$ cat src/design/flvsa_pkg.sv
// shared types and constants for the load vector scatter-add block
`timescale 1ns / 1ps
`default_nettype none

package flvsa_pkg;

    localparam int IDX_W         = 12;
    localparam int NUM_LANES     = 4;
    localparam int MAX_DIMENSION = 3;
    localparam int ACC_W         = 48;
    localparam int CFG_IDX_W     = 2;
    localparam int CFG_DATA_W    = 2;

    // command codes
    localparam logic CMD_ACCUMULATE = 1'b0;
    localparam logic CMD_READ       = 1'b1;

    // configuration register indexes
    localparam logic [CFG_IDX_W-1:0] CFG_USE_VALUE = 2'd0;
    localparam logic [CFG_IDX_W-1:0] CFG_USE_GRAD  = 2'd1;
    localparam logic [CFG_IDX_W-1:0] CFG_SPACE_DIM = 2'd2;

    typedef logic signed [31:0] q16_t;
    typedef q16_t [NUM_LANES-1:0] q16_lanes_t;

    typedef struct packed {
        logic                   command;
        logic [IDX_W-1:0]       dof_index;
        logic signed [31:0]     weight;
        logic signed [31:0]     shape_value;
        logic signed [31:0]     value_coef;
        logic signed [31:0]     shape_grad_x;
        logic signed [31:0]     shape_grad_y;
        logic signed [31:0]     shape_grad_z;
        logic signed [31:0]     coef_grad_x;
        logic signed [31:0]     coef_grad_y;
        logic signed [31:0]     coef_grad_z;
    } in_item_t;

    typedef struct packed {
        logic [IDX_W-1:0]       read_index;
        logic signed [ACC_W-1:0] total;
        logic                   saturated;
    } out_item_t;

    typedef struct packed {
        logic       use_value_term;
        logic       use_gradient_term;
        logic [1:0] space_dimension;
    } cfg_t;

    typedef enum logic [1:0] {
        JOB_ACC,
        JOB_READ,
        JOB_READ_NULL
    } job_kind_t;

    typedef struct packed {
        job_kind_t              kind;
        logic [IDX_W-1:0]       dof_index;
        logic [NUM_LANES-1:0]   lane_en;
        q16_t                   weight;
        q16_lanes_t             lhs;
        q16_lanes_t             rhs;
    } job_t;

    typedef enum logic [2:0] {
        ST_CLEAR,
        ST_IDLE,
        ST_MUL,
        ST_SUM,
        ST_WMUL,
        ST_ACC,
        ST_RDATA,
        ST_OUT
    } back_state_t;

endpackage

`default_nettype wire

$ cat src/design/flvsa_front.sv
// front end: takes requests, classifies them and queues jobs for the back end
`timescale 1ns / 1ps
`default_nettype none

module flvsa_front #(
    parameter int NUM_DOFS = 4096
) (
    input  wire logic              aclk,
    input  wire logic              aresetn,
    input  wire logic              s_valid,
    output logic                   s_ready,
    input  wire flvsa_pkg::in_item_t s_data,
    input  wire flvsa_pkg::cfg_t   cfg,
    input  wire logic              clear_busy,
    output logic                   job_valid,
    input  wire logic              job_ready,
    output flvsa_pkg::job_t        job
);
    import flvsa_pkg::*;

    localparam int QDEPTH = 2;

    job_t       q_reg [QDEPTH];
    logic       wr_ptr_reg, wr_ptr_next;
    logic       rd_ptr_reg, rd_ptr_next;
    logic [1:0] cnt_reg, cnt_next;

    job_t       job_new;
    logic       in_range;
    logic       push;
    logic       pop;
    logic [1:0] dim;

    always_comb begin
        in_range = 32'(s_data.dof_index) < 32'(NUM_DOFS);
        dim = (32'(cfg.space_dimension) > 32'(MAX_DIMENSION)) ?
              2'(MAX_DIMENSION) : cfg.space_dimension;

        job_new.dof_index = s_data.dof_index;
        job_new.weight    = s_data.weight;
        if (s_data.command == CMD_READ) begin
            job_new.kind = in_range ? JOB_READ : JOB_READ_NULL;
        end else begin
            job_new.kind = JOB_ACC;
        end
        // lane 0 is the value term, lanes 1..3 the gradient components
        job_new.lane_en[0] = cfg.use_value_term;
        for (int d = 1; d < NUM_LANES; d++) begin
            job_new.lane_en[d] = cfg.use_gradient_term && (d <= int'(dim));
        end
        job_new.lhs[0] = s_data.shape_value;
        job_new.rhs[0] = s_data.value_coef;
        job_new.lhs[1] = s_data.shape_grad_x;
        job_new.rhs[1] = s_data.coef_grad_x;
        job_new.lhs[2] = s_data.shape_grad_y;
        job_new.rhs[2] = s_data.coef_grad_y;
        job_new.lhs[3] = s_data.shape_grad_z;
        job_new.rhs[3] = s_data.coef_grad_z;
    end

    assign s_ready   = !clear_busy && (cnt_reg != 2'(QDEPTH));
    // out-of-range accumulates are taken and dropped here
    assign push      = s_valid && s_ready && ((s_data.command == CMD_READ) || in_range);
    assign job_valid = (cnt_reg != 2'd0);
    assign pop       = job_valid && job_ready;
    assign job       = q_reg[rd_ptr_reg];

    always_comb begin
        wr_ptr_next = push ? ~wr_ptr_reg : wr_ptr_reg;
        rd_ptr_next = pop ? ~rd_ptr_reg : rd_ptr_reg;
        cnt_next    = cnt_reg;
        if (push && !pop) begin
            cnt_next = cnt_reg + 2'd1;
        end else if (pop && !push) begin
            cnt_next = cnt_reg - 2'd1;
        end
    end

    always_ff @(posedge aclk) begin
        if (!aresetn) begin
            wr_ptr_reg <= 1'b0;
            rd_ptr_reg <= 1'b0;
            cnt_reg    <= 2'd0;
        end else begin
            wr_ptr_reg <= wr_ptr_next;
            rd_ptr_reg <= rd_ptr_next;
            cnt_reg    <= cnt_next;
        end
    end

    always_ff @(posedge aclk) begin
        if (push) begin
            q_reg[wr_ptr_reg] <= job_new;
        end
    end

endmodule

`default_nettype wire

$ cat config.mk
export PLATFORM = sky130hd
export DESIGN_NAME = flvsa_front
export DESIGN_NICKNAME = d
export VERILOG_FILES = /design/src/design/flvsa_pkg.sv /design/src/design/flvsa_front.sv
export SDC_FILE = /design/constraint.sdc
export NUM_CORES = 1
export LEC_CHECK = 0
export ABC_AREA = 1
export BUFFER_PORTS_ARGS = -buffer_cell sky130_fd_sc_hd__buf_4
export CAP_MARGIN = 20
export CORE_AREA = 2 2 237 239
export DETAILED_ROUTE_END_ITERATION = 7
export DIE_AREA = 0 0 239 241
export GPL_TIMING_DRIVEN = 0
export PLACE_DENSITY_LB_ADDON = 0.1
export SLEW_MARGIN = 20
export SYNTH_ARGS = -nofsm -noshare
export SYNTH_HDL_FRONTEND = slang
export SYNTH_SLANG_ARGS = --single-unit
export TNS_END_PERCENT = 10
$ cat constraint.sdc
create_clock -name aclk -period 23.4 [get_ports aclk]
set_clock_uncertainty 0.2 [all_clocks]
set_input_delay 4.68 -clock aclk [delete_from_list [all_inputs] [get_ports aclk]]
set_output_delay 4.68 -clock aclk [all_outputs]
set_load 0.01 [all_outputs]
### Word level (Yosys, flattened, before mapping)

Memory sizes are Yosys's and may differ from the RTL's. A register that Yosys moved wholly into a read port is not among the register bits.
Index checks and enable logic that the tools add are counted.

* register bits: 4
* latch bits: 0
* memory bits (writable): 610
* bits in read-only memories: 0
* input port bits: 310
* output and inout port bits: 308
* logic and storage cells: 32
* memories: 1

Memories
* q_reg: depth 2, bits a word 305, read ports 1, clocked after Yosys merged registers in 1, wr ports 1, line flvsa_front.sv:23 `job_t q_reg [QDEPTH];`

* add/sub/neg operators: 2
* multipliers: 0
* div/mod/pow operators: 0
* $lt $le $gt $ge: 3
* equality and inequality tests: 1
* shifts and indexed selects: 0
* muxes and demuxes: 7
* bitwise gates (word level): 2
* reduce and logical (&&, ||, !) cells: 13

Operator list (number)
* logical AND 1 bit: 8
* 2-to-1 mux 1 bit: 5
* <= comparator 2 bit, first input constant: 2
* 2-to-1 mux 2 bit: 2
* nonzero test 2 bit: 2
* zero test 1 bit: 3
* adder 2 x 1 -> 2 bit, second input constant: 1
* <= comparator 1 x 2 -> 1 bit, first input constant: 1
* != test 2 bit, second input constant: 1
* inverter 1 bit: 2
* subtractor 2 x 1 -> 2 bit, second input constant: 1

### Logic depth before layout (Yosys ltp)

* depth in word-level cells: 7
* depth in mapped cells: 11
* depth with buffers taken out: 11

### Least setup slack after synthesis

OpenSTA, ideal clock, no wires.

* kind: input to register
* from: in clear_busy
* to: mem q_reg[0][0] in the netlist's numbering (enable)
* library setup time: 0.978 ns
* arrival: 17.478 ns
* required time: 22.222 ns
* path slack: 4.744 ns
* stages on the path: 3
* path buffers: 0
* cells stage by stage: inv_1 > nand3_1 > nor2_1

* longest elaborated chain between the ends: 5

Ends and longest elaborated chain
* start: declaration: line flvsa_front.sv:14 `input wire logic clear_busy,`
* zero test 1 bit: line flvsa_front.sv:61 `assign s_ready = !clear_busy && (cnt_reg != 2'(QDEPTH));`
* logical AND 1 bit: line flvsa_front.sv:61
* logical AND 1 bit: line flvsa_front.sv:63 `assign push = s_valid && s_ready && ((s_data.command == CMD_READ) || in_range);`
* 2-to-1 mux 1 bit: line flvsa_front.sv:92 `if (push) begin`
* 2-to-1 mux 1 bit (not written as such): line flvsa_front.sv:93 `q_reg[wr_ptr_reg] <= job_new;`
* end: declaration: line flvsa_front.sv:23

No other way between the ends.

### Worst setup path in the final report

* from: in clear_busy
* to: out s_ready

* longest elaborated chain between the ends: 2

Ends and longest elaborated chain
* zero test 1 bit: line flvsa_front.sv:61
* logical AND 1 bit: line flvsa_front.sv:61
* end: declaration: line flvsa_front.sv:11 `output logic s_ready,`

No other way between the ends.

==> summary.txt <==
met1 layer usage reported by global route: 19.6%
Post-CTS Setup Bufs: 0
Slew headroom: 60.6%
share of layout cells above drive strength 1: 60.4%
Post-DP Area: 28500 sq um
core area: 54900 sq um
Top FF cell, synth: edfxtp_1
Largest register FFs: 610
largest cells by area after synthesis: edfxtp_1, mux2_2, buf_6
clock root buffer: clkbuf_16
Pint: 2140 uW
HPWL after detailed placement: 40600 um
Pre-Repair DR Iteration Count: 7
Sequential Power Share: 46.2%
Mapped Cells: 998
Final WS setup: 13470 ps
ys async rst share: 0%
met3 Resource Use GR: 7.54%
leakage: 0.0113 uW
number of flops mapped to enable cells by yosys: 610
worst skew pair latency: 580 ps
drt total wl: 55900 um
WHS: 309 ps
final core utilization: 55.6%
row cnt: 86
Synth cell types: 18
RePlAce Congestion: 0.767
Pwr per Cell Area: 91.9 nW/um^2
initial drt markers: 512
Slew @ Worst Pin: 590 ps
die area: 57600 sq um
cell taking the most area after synthesis: edfxtp_1
Place WS: 13480 ps
CTS tree: yes
Mapped Nets: 1309
Final Hold Viols: 0
sw frac: 23.7%
first-pass GRT wire length: 77900 um
crit path DAT: 5050 ps
Netlist Area Pre-Place: 22500 sq um
pin count of the biggest net entering global routing: 91
fill cell count: 4422
outcome: complete, no violations
initial antenna violation count: 13
Setup Crit Path Kind: in2out
type of the tightest min-delay check: reg2reg
Tot GR Track Use: 18.8%
Max FO, Critical Path: 2
Synthesis Warnings: 0
Ports: 618
DR DRC count: 0
Setup TNS: 0 ps
# Max-Cap Violations: 0
design area: 30500 sq um
Final Critical Period: 9930 ps
P&R area growth vs syn: 35.7%
post-CTS sizing: 0
Synth top area share: 81.5%
CTS sink count: 615
synth cell count leaders: edfxtp_1, mux2_2, buf_6, mux2_4
critical path endpoint category: primary output
RSZ-0062 raised after global routing: no
routed vias: 11800
Peak VDD IR: 67.5 uV
Via density: 4.77
Mean Syn Cell Area: 22.5 sq um
M2 GR Usage: 33.0%
Die X: 239 um
port bufs: 616
clock share of power: 34.9%
grt total ovfl: 0
NetSw: 665 uW
Slew Limit Fails: 0
top-count cell post-synth: edfxtp_1
# setup viols final: 0
CTS Buf Count: 68
Worst Setup Start Kind: input pin
wire length per cell: 22.7 um
nets: 2014
Clock Tree Buf Depth: 3
H-tree Lvls: 3
clock-pin slew on the worst setup and hold paths: 50 ps
Fmax: 0.101 GHz
Initial Util: 40.9%
Comb power frac: 18.8%
CP required: 18520 ps
hold_buf cts: 0
synthesized flop and latch total: 615
die extent in y: 241 um
crit share post-route: 42.4%
Top Usage Layer GRT: met2
Final ANT Viol Nets: 0
register area share after synthesis: 82.0%
vias in the first global route: 12300
## cell families after synthesis
| family | synth area share, % |
|---|---|
| flip-flops | 82.0 |
| multiplexers | 15.6 |
| buffers and inverters | 1.82 |
| AND/OR/NAND/NOR | 0.434 |
| AO/OA/AOI/OAI | 0.100 |
| adder cells (fa/ha/maj) | 0.0557 |
| other | 0.0167 |
## layout make-up
cell class / count / area, sq um / share of cell area, %
sequential: 615 / 18400 / 60.4
antenna: 11 / 27.5 / 0.0903
timing repair buffer: 635 / 5100 / 16.7
buffer: 35 / 359 / 1.18
inverter: 13 / 56.3 / 0.185
clock buffer: 94 / 1860 / 6.11
multi-input combinational: 335 / 3650 / 12.0
tap: 704 / 881 / 2.89
clock inverter: 21 / 143 / 0.468
## stage by stage
stage          instances  power [uW]
2_1_floorplan        998        1600
3_3_place_gp        2318        1890
3_5_place_dp        2337        1860
4_1_cts             2452        2840
5_1_grt             2459        2910
6_report            2463        2800
## power groups by stage
stage / clock, uW / sequential (uW) / combinational (uW)
3_3_place_gp: 0 / 1370 / 516
6_report: 979 / 1300 / 528
3_5_place_dp: 0 / 1320 / 538
5_1_grt: 1040 / 1300 / 563
2_1_floorplan: 0 / 1350 / 258
4_1_cts: 1010 / 1300 / 540
## cell usage in the layout, fill, tap and decap left out
cell type,netlist,routed
buf_8,0,1
inv_1,13,12
mux2_2,284,284
nand3_1,2,2
dfxtp_1,5,5
o21a_1,1,1
o21ai_0,1,1
ha_1,1,1
inv_6,0,1
nand2_1,13,13
clkinv_2,0,5
conb_1,1,1
clkbuf_1,0,23
buf_12,0,5
nor2_4,0,1
nand4_1,2,2
mux2_1,1,1
clkbuf_16,0,71
edfxtp_1,610,610
nor2_1,7,6
diode_2,0,11
bufinv_16,0,2
a21oi_1,2,2
inv_8,0,1
mux2_4,20,20
buf_16,0,13
buf_6,29,29
buf_4,1,617
buf_2,5,5
clkinv_1,0,13
## metal layers
layer / wire length (um) / up-vias
li1: - / 5380
met1: 19100 / 5864
met2: 29800 / 413
met3: 5360 / 95
met4: 1670 / 8
met5: 52 / -
## critical path, stage by stage
cell and delay, ps:
buf_4 120, a21oi_1 110, buf_4 150
## final timing paths
check                     startpoint                      end  slack (ps)  cells after the start
max                       clear_busy                  s_ready       13470                      3
min reg2reg  rd_ptr_reg$_SDFFE_PN0P_  rd_ptr_reg$_SDFFE_PN0P_         310                      2
min          rd_ptr_reg$_SDFFE_PN0P_  rd_ptr_reg$_SDFFE_PN0P_         310                      2
max reg2reg  cnt_reg[0]$_SDFFE_PN0P_  q_reg[1][256]$_DFFE_PP_       20650                      6
No activity file was read; power rests on OpenSTA's default activity.
